<file path="config.mk">
export PLATFORM = sky130hd
export DESIGN_NAME = dq_current_pi_state_space
export DESIGN_NICKNAME = d
export VERILOG_FILES = /design/src/rtl/dqpi_pkg.sv /design/src/rtl/dq_current_pi_state_space.sv
export SDC_FILE = /design/constraint.sdc
export NUM_CORES = 2
export LEC_CHECK = 0
export BUFFER_PORTS_ARGS = -buffer_cell sky130_fd_sc_hd__buf_2
export CORE_ASPECT_RATIO = 1.4
export CORE_MARGIN = 4
export CORE_UTILIZATION = 60
export CTS_CLUSTER_DIAMETER = 60
export DETAILED_ROUTE_END_ITERATION = 6
export PLACE_DENSITY = 0.76
export SYNTH_ARGS = -nofsm -noshare
export SYNTH_HDL_FRONTEND = slang
export SYNTH_SLANG_ARGS = --single-unit
</file>
<file path="constraint.sdc">
create_clock -name clk_i -period 22.1 [get_ports clk_i]
set_input_delay 1.105 -clock clk_i [delete_from_list [all_inputs] [get_ports clk_i]]
set_output_delay 1.105 -clock clk_i [all_outputs]
set_load 0.01 [all_outputs]
</file>
<file path="src/rtl/dqpi_pkg.sv">
// ----------------------------------------------------------------------------
// dqpi_pkg
// Shared widths, register indexes, microcode word and fixed-point helpers
// for the dq current controller.
// ----------------------------------------------------------------------------
`default_nettype none

package dqpi_pkg;

  localparam int NumAxes  = 2;
  localparam int AxisW    = 1;
  localparam int StDepth  = (NumAxes < (1 << AxisW)) ? NumAxes : (1 << AxisW);
  localparam int NumRegs  = 8;
  localparam int CfgIdxW  = 4;
  localparam int CoefW    = 24;
  localparam int CurW     = 16;
  localparam int StW      = 32;
  localparam int ProdW    = CoefW + StW;
  localparam int AccW     = ProdW + 1;
  localparam int PcW      = 4;

  localparam logic [PcW-1:0] StepNull = PcW'(14);

  typedef enum logic [2:0] {
    CfgFfA = 3'd0,
    CfgFfB = 3'd1,
    CfgFfC = 3'd2,
    CfgFfD = 3'd3,
    CfgFbA = 3'd4,
    CfgFbB = 3'd5,
    CfgFbC = 3'd6,
    CfgFbD = 3'd7
  } coef_idx_e;

  localparam logic signed [CoefW-1:0] CoefOne = CoefW'(1048576);

  typedef enum logic [2:0] {
    OpNone,
    OpXs,
    OpR,
    OpXd,
    OpEd,
    OpXq,
    OpEq
  } op_sel_e;

  typedef enum logic [1:0] {
    AccHold,
    AccLoad,
    AccAdd
  } acc_op_e;

  typedef enum logic [2:0] {
    WbNone,
    WbFf,
    WbEq,
    WbXs,
    WbVd,
    WbXd,
    WbVq,
    WbXq
  } wb_e;

  typedef enum logic {
    JmpNone,
    JmpAxisBad
  } jmp_e;

  typedef struct packed {
    coef_idx_e      coef_sel;
    op_sel_e        op_sel;
    acc_op_e        acc_op;
    wb_e            wb;
    jmp_e           jmp;
    logic [PcW-1:0] jmp_tgt;
    logic           last;
    logic           out_zero;
  } ctrl_t;

  function automatic ctrl_t mk(coef_idx_e c, op_sel_e o, acc_op_e a, wb_e w,
                               logic last);
    ctrl_t cw;
    cw.coef_sel = c;
    cw.op_sel   = o;
    cw.acc_op   = a;
    cw.wb       = w;
    cw.jmp      = JmpNone;
    cw.jmp_tgt  = '0;
    cw.last     = last;
    cw.out_zero = 1'b0;
    return cw;
  endfunction

  // Program: the multiply in step n feeds the accumulate in step n+1,
  // whose sum is written back in step n+2.
  function automatic ctrl_t ucode(logic [PcW-1:0] pc);
    ctrl_t cw;
    unique case (pc)
      4'd0: begin
        cw = mk(CfgFfC, OpXs, AccHold, WbNone, 1'b0);
        cw.jmp     = JmpAxisBad;
        cw.jmp_tgt = StepNull;
      end
      4'd1:  cw = mk(CfgFfD, OpR,    AccLoad, WbNone, 1'b0);
      4'd2:  cw = mk(CfgFfA, OpXs,   AccAdd,  WbNone, 1'b0);
      4'd3:  cw = mk(CfgFfB, OpR,    AccLoad, WbFf,   1'b0);
      4'd4:  cw = mk(CfgFbC, OpXd,   AccAdd,  WbEq,   1'b0);
      4'd5:  cw = mk(CfgFbD, OpEd,   AccLoad, WbXs,   1'b0);
      4'd6:  cw = mk(CfgFbA, OpXd,   AccAdd,  WbNone, 1'b0);
      4'd7:  cw = mk(CfgFbB, OpEd,   AccLoad, WbVd,   1'b0);
      4'd8:  cw = mk(CfgFbC, OpXq,   AccAdd,  WbNone, 1'b0);
      4'd9:  cw = mk(CfgFbD, OpEq,   AccLoad, WbXd,   1'b0);
      4'd10: cw = mk(CfgFbA, OpXq,   AccAdd,  WbNone, 1'b0);
      4'd11: cw = mk(CfgFbB, OpEq,   AccLoad, WbVq,   1'b0);
      4'd12: cw = mk(CfgFfA, OpNone, AccAdd,  WbNone, 1'b0);
      4'd13: cw = mk(CfgFfA, OpNone, AccHold, WbXq,   1'b1);
      4'd14: begin
        cw = mk(CfgFfA, OpNone, AccHold, WbNone, 1'b1);
        cw.out_zero = 1'b1;
      end
      default: begin
        cw = mk(CfgFfA, OpNone, AccHold, WbNone, 1'b1);
        cw.out_zero = 1'b1;
      end
    endcase
    return cw;
  endfunction

  // Q.40 -> Q.20, round half up, saturate to 32 bits.
  function automatic logic signed [StW-1:0] rnd_sat_st(logic signed [AccW-1:0] a);
    logic signed [AccW:0]    t;
    logic signed [AccW-20:0] s;
    t = (AccW+1)'(a) + (AccW+1)'(524288);
    s = (AccW-19)'(t >>> 20);
    if (s[AccW-20:StW-1] == {(AccW-18-StW){s[StW-1]}}) begin
      return s[StW-1:0];
    end
    return s[AccW-20] ? {1'b1, {(StW-1){1'b0}}} : {1'b0, {(StW-1){1'b1}}};
  endfunction

  // Q.40 -> Q.12, round half up, saturate to 16 bits.
  function automatic logic signed [CurW-1:0] rnd_sat_v(logic signed [AccW-1:0] a);
    logic signed [AccW:0]    t;
    logic signed [AccW-28:0] s;
    t = (AccW+1)'(a) + (AccW+1)'(134217728);
    s = (AccW-27)'(t >>> 28);
    if (s[AccW-28:CurW-1] == {(AccW-26-CurW){s[CurW-1]}}) begin
      return s[CurW-1:0];
    end
    return s[AccW-28] ? {1'b1, {(CurW-1){1'b0}}} : {1'b0, {(CurW-1){1'b1}}};
  endfunction

  // 33-bit difference saturated to 32 bits.
  function automatic logic signed [StW-1:0] sat_diff(logic signed [StW:0] v);
    if (v[StW] == v[StW-1]) begin
      return v[StW-1:0];
    end
    return v[StW] ? {1'b1, {(StW-1){1'b0}}} : {1'b0, {(StW-1){1'b1}}};
  endfunction

endpackage

`default_nettype wire

</file>
<file path="src/rtl/dq_current_pi_state_space.sv">
// ----------------------------------------------------------------------------
// dq_current_pi_state_space
// Per-axis dq current controller with q-reference feedforward shaping.
// ----------------------------------------------------------------------------
// Usage:
//   Input channel (in_valid_i / in_stall_o): one transaction carries the axis
//   number, the q current reference and the measured d and q currents.
//   Output channel (out_valid_o / out_stall_i): one transaction per input,
//   the saturated d and q voltage references.
//   Config channel (cfg_valid_i / cfg_ready_o): writes one of the eight Q4.20
//   coefficients; indexes eight and above are dropped. Write only while idle.
// Timing:
//   A shared 24x32 multiplier and one accumulator run a 14-step microcode
//   program; a new input is taken only once the program has finished. An axis
//   beyond the configured count jumps from the first step straight to a final
//   step that gives a zero result.
// Reset:
//   Clears all per-axis states, loads the coefficient reset values and empties
//   the output register. No clearing pass is needed.
// Backpressure:
//   The result sits in an output register, so the next input is taken while
//   a result waits; the program only halts on its final step if the previous
//   result has still not been taken.
// ----------------------------------------------------------------------------
`default_nettype none

module dq_current_pi_state_space (
  input  logic                                clk_i,
  input  logic                                rst_ni,
  input  logic                                in_valid_i,
  output logic                                in_stall_o,
  input  logic [dqpi_pkg::AxisW-1:0]          axis_select_i,
  input  logic signed [dqpi_pkg::CurW-1:0]    q_current_target_i,
  input  logic signed [dqpi_pkg::CurW-1:0]    d_current_measured_i,
  input  logic signed [dqpi_pkg::CurW-1:0]    q_current_measured_i,
  output logic                                out_valid_o,
  input  logic                                out_stall_i,
  output logic signed [dqpi_pkg::CurW-1:0]    d_voltage_command_o,
  output logic signed [dqpi_pkg::CurW-1:0]    q_voltage_command_o,
  input  logic                                cfg_valid_i,
  output logic                                cfg_ready_o,
  input  logic [dqpi_pkg::CfgIdxW-1:0]        cfg_index_i,
  input  logic [dqpi_pkg::CoefW-1:0]          cfg_data_i
);
  import dqpi_pkg::*;

  // Sequencer state
  logic                 busy_q;
  logic [PcW-1:0]       pc_q;
  ctrl_t                ctrl;
  logic                 step_en;
  logic                 axis_ok;
  logic [PcW-1:0]       pc_next;

  // Coefficients and per-axis states
  logic signed [CoefW-1:0] coef_q [NumRegs];
  logic signed [StW-1:0]   xs_q   [StDepth];
  logic signed [StW-1:0]   xd_q   [StDepth];
  logic signed [StW-1:0]   xq_q   [StDepth];

  // Working registers of the current transaction
  logic [AxisW-1:0]        axis_q;
  logic signed [StW-1:0]   r_q, ed_q, iq_q;
  logic signed [StW-1:0]   ff_q, eq_q;
  logic signed [CurW-1:0]  vd_q, vq_q;
  logic signed [ProdW-1:0] prod_q;
  logic signed [AccW-1:0]  acc_q;

  // Datapath
  logic signed [CoefW-1:0] coef_v;
  logic signed [StW-1:0]   op_v;
  logic signed [StW-1:0]   st_new;
  logic                    in_acc;

  logic signed [StW-1:0]   r_in, id_in, iq_in;

  assign in_stall_o  = busy_q;
  assign cfg_ready_o = ~busy_q;
  assign in_acc      = in_valid_i & ~busy_q;

  assign ctrl    = ucode(pc_q);
  assign axis_ok = (32'(axis_q) < 32'(NumAxes));
  // Hold the final step while the previous result is still waiting.
  assign step_en = busy_q & ~(ctrl.last & out_valid_o & out_stall_i);

  always_comb begin
    if (ctrl.jmp == JmpAxisBad && !axis_ok) begin
      pc_next = ctrl.jmp_tgt;
    end else begin
      pc_next = pc_q + PcW'(1);
    end
  end

  // Scale Q4.12 inputs up to Q.20.
  assign r_in  = {{8{q_current_target_i[CurW-1]}}, q_current_target_i, 8'h00};
  assign id_in = {{8{d_current_measured_i[CurW-1]}}, d_current_measured_i, 8'h00};
  assign iq_in = {{8{q_current_measured_i[CurW-1]}}, q_current_measured_i, 8'h00};

  assign coef_v = coef_q[ctrl.coef_sel];

  always_comb begin
    case (ctrl.op_sel)
      OpXs:    op_v = xs_q[axis_q];
      OpR:     op_v = r_q;
      OpXd:    op_v = xd_q[axis_q];
      OpEd:    op_v = ed_q;
      OpXq:    op_v = xq_q[axis_q];
      OpEq:    op_v = eq_q;
      default: op_v = '0;
    endcase
  end

  assign st_new = rnd_sat_st(acc_q);

  // Control, coefficients, states and output valid
  always_ff @(posedge clk_i or negedge rst_ni) begin
    if (!rst_ni) begin
      busy_q      <= 1'b0;
      pc_q        <= '0;
      out_valid_o <= 1'b0;
      for (int i = 0; i < NumRegs; i++) begin
        coef_q[i] <= (i == int'(CfgFfD) || i == int'(CfgFbA)) ? CoefOne : '0;
      end
      for (int i = 0; i < StDepth; i++) begin
        xs_q[i] <= '0;
        xd_q[i] <= '0;
        xq_q[i] <= '0;
      end
    end else begin
      // A finishing step presents its result; otherwise drop a taken one.
      if (step_en && ctrl.last) begin
        out_valid_o <= 1'b1;
      end else if (out_valid_o && !out_stall_i) begin
        out_valid_o <= 1'b0;
      end
      if (in_acc) begin
        busy_q <= 1'b1;
        pc_q   <= '0;
      end else if (step_en) begin
        if (ctrl.last) begin
          busy_q <= 1'b0;
        end else begin
          pc_q <= pc_next;
        end
      end
      if (cfg_valid_i && cfg_ready_o && (32'(cfg_index_i) < 32'(NumRegs))) begin
        coef_q[cfg_index_i[2:0]] <= cfg_data_i;
      end
      if (step_en && axis_ok) begin
        case (ctrl.wb)
          WbXs:    xs_q[axis_q] <= st_new;
          WbXd:    xd_q[axis_q] <= st_new;
          WbXq:    xq_q[axis_q] <= st_new;
          default: ;
        endcase
      end
    end
  end

  // Payload registers
  always_ff @(posedge clk_i) begin
    if (in_acc) begin
      axis_q <= axis_select_i;
      r_q    <= r_in;
      ed_q   <= -id_in;
      iq_q   <= iq_in;
    end
    if (step_en) begin
      prod_q <= ProdW'(coef_v) * ProdW'(op_v);
      case (ctrl.acc_op)
        AccLoad: acc_q <= AccW'(prod_q);
        AccAdd:  acc_q <= acc_q + AccW'(prod_q);
        default: ;
      endcase
      case (ctrl.wb)
        WbFf:    ff_q <= st_new;
        WbEq:    eq_q <= sat_diff((StW+1)'(ff_q) - (StW+1)'(iq_q));
        WbVd:    vd_q <= rnd_sat_v(acc_q);
        WbVq:    vq_q <= rnd_sat_v(acc_q);
        default: ;
      endcase
      if (ctrl.last) begin
        d_voltage_command_o <= ctrl.out_zero ? '0 : vd_q;
        q_voltage_command_o <= ctrl.out_zero ? '0 : vq_q;
      end
    end
  end

endmodule

`default_nettype wire

</file>
=== Yosys cells after proc, flatten, opt, wreduce, memory -nomap -nowiden ===
Memories as Yosys holds them, arrays and structs flattened.
Cells that the tools add are included.

* Memory bits (read-only): 272
* Register bits: 696
* Bits of input ports: 82
* Word-level logic and storage cells: 142
* Output and inout port bits: 35
* Memories kept: 1

{| class="wikitable"
|+ Memories
! memory !! words !! width !! rd ports !! clocked after Yosys merged registers in !! wr ports !! line !! text
|-
| (name not given) || 16 || 17 || 1 || 0 || 0 || dqpi_pkg.sv:98 || <nowiki>unique case (pc)</nowiki>
|}

* Equal/unequal tests: 19
* Muxes and demuxes: 49
* Order comparisons: 6
* Reductions and logical operators: 22
* Add/sub/neg operators: 6
* Multipliers: 1
* Bitwise logic cells: 9

{| class="wikitable"
|+ Operator list
! cell !! count
|-
| 32-bit two-way mux || 16
|-
| 192-bit bitwise mux || 1
|-
| 64-bit bitwise mux || 3
|-
| 32-bit one-hot mux with 6 select lines || 1
|-
| 57-bit one-hot mux with 2 select lines || 1
|-
| 24-bit binary-select mux with 3-bit select || 1
|-
| 24-bit demux with 3-bit select || 1
|-
| 24-bit two-way mux || 3
|-
| 16-bit two-way mux || 4
|-
| 57-bit by 21-bit adder with 58-bit output (second input constant) || 1
|-
| 57-bit by 29-bit adder with 58-bit output (second input constant) || 1
|-
| 57-bit by 56-bit adder with 57-bit output || 1
|-
| 24-bit by 32-bit multiplier with 56-bit output || 1
|-
| 32-bit by 24-bit subtractor with 33-bit output || 1
|-
| 32-bit demux with 1-bit select || 1
|-
| 24-bit negation with 32-bit output || 1
|-
| 2-bit AND reduction || 11
|-
| 3-bit == test (second input constant) || 7
|-
| 14-bit == test || 1
|-
| 1-bit two-way mux || 14
|-
| 3-bit by 2-bit == test with 1-bit output (second input constant) || 4
|-
| 4-bit two-way mux || 3
|-
| 4-bit greater-or-equal comparator (second input constant) || 2
|-
| 3-bit NOT with 4-bit output || 2
|-
| other kinds (17) || 30
|}

=== Depth between registers and ports, before layout ===
An unclocked memory read counts as a cell.

* Depth after elaboration: 7
* Gate-level depth with buffers: 41
* Depth with buffers taken out: 35

=== Least setup slack after synthesis ===
OpenSTA, ideal clock, no wires.

* Path kind: reg2reg
* Start: register pc_q[0]
* End: register prod_q[54] (data pin)
* Arrival time: 9018 ps
* Period minus slack after synthesis: 9287 ps
* Setup time: 269 ps
* Setup slack: 12813 ps
* Path buffers: 6
* Stages on the path, launching flop included: 34
* Path through: dfrtp_1 > ha_1 > a21oi_1 > and2_0 > clkbuf_1 > buf_2 > nor2_1 > and2_1 > clkbuf_1 > buf_1 > nor2_1 > buf_2 > buf_2 > nand2_1 > fa_1 > fa_1 > inv_1 > fa_1 > fa_1 > fa_1 > fa_1 > inv_1 > fa_1 > inv_1 > ha_1 > a21o_1 > a21o_1 > a21o_1 > a21o_1 > a221oi_1 > a21oi_1 > o21ai_0 > o31ai_1 > xor2_1

* Cells in the longest elaborated chain, start to end: 6

{| class="wikitable"
|+ Ends and longest elaborated chain
! element !! line !! text
|-
| from (decl) || dq_current_pi_state_space.sv:49 || <nowiki>logic [PcW-1:0] pc_q;</nowiki>
|-
| from (signal assigned) || dq_current_pi_state_space.sv:143 || <nowiki>pc_q <= pc_next;</nowiki>
|-
| memory 16 x 17 bit * || - ||
|-
| 3-bit NOT with 4-bit output (implied by the code) || dq_current_pi_state_space.sv:99 || <nowiki>assign coef_v = coef_q[ctrl.coef_sel];</nowiki>
|-
| 24-bit binary-select mux with 3-bit select || dq_current_pi_state_space.sv:99 ||
|-
| 24-bit two-way mux (implied by the code) (2 in series) || dq_current_pi_state_space.sv:99 ||
|-
| 24-bit by 32-bit multiplier with 56-bit output * || dq_current_pi_state_space.sv:169 || <nowiki>prod_q <= ProdW'(coef_v) * ProdW'(op_v);</nowiki>
|-
| to (signal assigned) || dq_current_pi_state_space.sv:169 ||
|-
| to (decl) || dq_current_pi_state_space.sv:66 || <nowiki>logic signed [ProdW-1:0] prod_q;</nowiki>
|}

Mark *: on every way between the ends. The rest lies on a longest branch, timed or not. The select of a mux whose other input is x is not followed.
A chain may end at the register's enable or synchronous reset.

=== Worst setup path in the final report ===
* Start: register pc_q[3]
* End: register prod_q[54] (data pin)

Same word-level chain as after synthesis.

==> run metrics <==
status finished with violations; failing checks DRC; asr flop ratio synth 56.7%; Tot GR Track Use 31.6%; CP startpoint kind register; CTS root buf clkbuf_16; Crit path required time 22.50 ns; fin crit share 50.4%; global route overflow 0; cts bufs inserted 71; Initial DRC Count 3,611; Final Max Tran Viols 0; first-pass GRT wire length 266,000 µm; WL/cell 22.7 µm; Final nets 7,115; hold_buf cts 0; placed cells 7,270; PostCTS Resize Cnt 0; CP most frequent cell fa_1; crit path time final 11.13 ns; drt pass-1 iters 7; FILL cells 7,969; CP Class register to register; Worst path slowest cell and2_1; Core Region 103,000 µm²; Hold WS 0.448 ns; Top delay family on crit path adder cells; Post-Layout Cell Count 7,403; synth unique cells 94; Final HPWL DP 122,000 µm; Reg2Reg Depth 32; clk_lat worst skew 0.68 ns; worst-path fanout max 43; Reg-to-Reg Start pc_q[3]; Longest Clk Path Bufs 3; max incr delay on CP 1.07 ns; starting density of the core 60.6%; largest net degree at the start of global routing 113; net count after synthesis 7,151; H-tree levels 3; Post-Layout Inst Area 66,600 µm²; Critical path buffers and inverters 5; Seq. cell area 18,700 µm²; MaxCap Viol Count 0; fmax 89.9 MHz; WP data arrival 11.53 ns; Multi-input gate area 39,000 µm²; Die W 280 µm; Antenna Nets Post-Route 0; Rows 139; Port Buffer Count 116; dpl cell area 64,200 µm²; total stage count of the critical path 32; layout cells sized above 1 13.9%; area delta synth->final 6.90%; post-synthesis cell count 6,040; final WL 168,000 µm; CP Capture Type register; initial antenna violation count 5; post-CTS repair timing setup buffer count 0; vias in the first global route 48,134; crit path launch pc_q[3]; Top FF cell, synth dfrtp_1; Least-Margin Pin Slew 1.25 ns; Synth Cell Area 62,300 µm²; Ports 117; synthesized flop and latch total 688; drc violations 9; Avg Synthesized Cell Area 10.3 µm²; TritonCTS clock tree yes; Ys Warns 0; GPL Wtd Cong 0.948; final setup fails 0; Rel. slew slack 16.7%; Fin Clk Skew 0.0441 ns; Clock Sinks 688; Vias/cell 6.05; endpoints failing hold 0; Post-synth EDFFs 298; unrepaired setup endpoints after global routing no; setup TNS 0 ns; Die Ht 389 µm; DIE AREA 109,000 µm²; min-delay worst type input pin to async pin; routed vias 44,766; Seq/Total Area, Yosys 30.0%; Clock Pin Slew Worst Setup and Hold Paths 0.07 ns
-- worst reg2reg max path, delay by kind of cell (launching register included) --
family,cells,cell delay [ns]
and+or+nand+nor,8,2.23
adders and majority gates,8,3.95
AOI/OAI and AO/OA,10,3.01
buffers and inverters,5,0.89
xor gates and xnor gates,1,0.16
DFF,1,0.59
-- logic make-up after synthesis --
| kind of cell | synth area share, % |
|---|---|
| AO/OA/AOI/OAI | 8.59 |
| XOR/XNOR | 2.74 |
| adder cells (fa/ha/maj) | 30.2 |
| multiplexers | 9.06 |
| buffers and inverters | 7.78 |
| AND/OR/NAND/NOR | 11.6 |
| flip-flops | 30.0 |
-- sequential cells by signal, summed over array words and instances (netlist names), 4 cells and up --
signal / count
coef_q: 192
xd_q: 64
xq_q: 64
xs_q: 64
acc_q: 57
prod_q: 56
eq_q: 32
ff_q: 32
ed_q: 24
d_voltage_command_o: 16
iq_q: 16
q_voltage_command_o: 16
r_q: 16
vd_q: 16
vq_q: 16
pc_q: 4
-- layout by cell type, fill, tap and decap left out, types with 125 or more instances in the layout --
cell type and n:
mux2i_1 125, ha_1 243, nor2_1 212, edfxtp_1 298, a21oi_1 177, inv_1 920, xnor2_1 125, mux2_2 377
nand2_1 783, fa_1 785, dfrtp_1 388
-- area by class of cell --
type	count	area share (%)
tap	1339	2.52
timing repair buffer	199	1.82
clock buffer	99	2.96
sequential	688	28.1
inverter	950	5.36
antenna	2	0.00752
clock inverter	32	0.607
multi-input combinational	4094	58.6
-- Yosys cell counts (8+ instances only) --
library cell	instances	area (µm²)
mux2i_1	125	1250
fa_1	785	15700
o211ai_1	12	90.1
nor3_1	32	160
o21ai_0	122	611
nand3_1	67	335
o22ai_1	19	119
or3_1	13	81.3
a21o_1	73	548
o21a_1	27	203
a221oi_1	24	210
nand2b_1	65	407
a221o_1	20	200
xor2_1	70	613
dfrtp_1	388	9710
nor4_1	12	75.1
o21ai_1	109	546
and2_1	110	688
buf_2	36	180
nor2_1	223	837
o31ai_1	11	82.6
clkbuf_1	243	912
ha_1	244	3050
buf_1	16	60.1
mux2_2	377	4250
o21bai_1	27	203
nor2b_1	111	694
buf_4	8	60.1
and4_1	8	70.1
a21oi_1	189	946
edfxtp_1	298	8950
a211o_1	8	70.1
a211oi_1	8	60.1
and3_1	47	294
nand2_1	784	2940
xnor2_1	125	1090
a21o_4	27	405
a22oi_1	36	270
inv_2	29	109
a31oi_1	17	106
or2_2	14	87.6
inv_1	921	3460
nand4_1	33	206
-- stage by stage --
stage          setup slack (ns)  util, %
2_1_floorplan             12.81        -
3_3_place_gp              11.54     62.4
3_5_place_dp              11.35     62.4
4_1_cts                   11.29     64.8
5_1_grt                   10.54     64.8
6_report                  10.97     64.8
-- final timing paths --
kind	end	slack, ns
worst max-delay path	prod_q[54]	10.97
worst min-delay path	coef_q[65]	0.45
worst max register to register	prod_q[54]	10.97
worst min register to register	xd_q[0]	0.48
max in group asynchronous	xq_q[30]	18.48
min in group clk_i	xd_q[0]	0.48
-- layer usage --
layer  part of all wire [%]  vias up  global-route usage [%]
li1                       -    19528                       -
met1                     35    22480                    36.2
met2                     49     2021                    53.9
met3                    7.6      733                    5.68
met4                    8.5        4                    22.0
met5                  0.012        -                       0
Power is left out: the tool's default activity adds up to more than one toggle a clock period on the data nets, which glitch-free logic cannot reach.
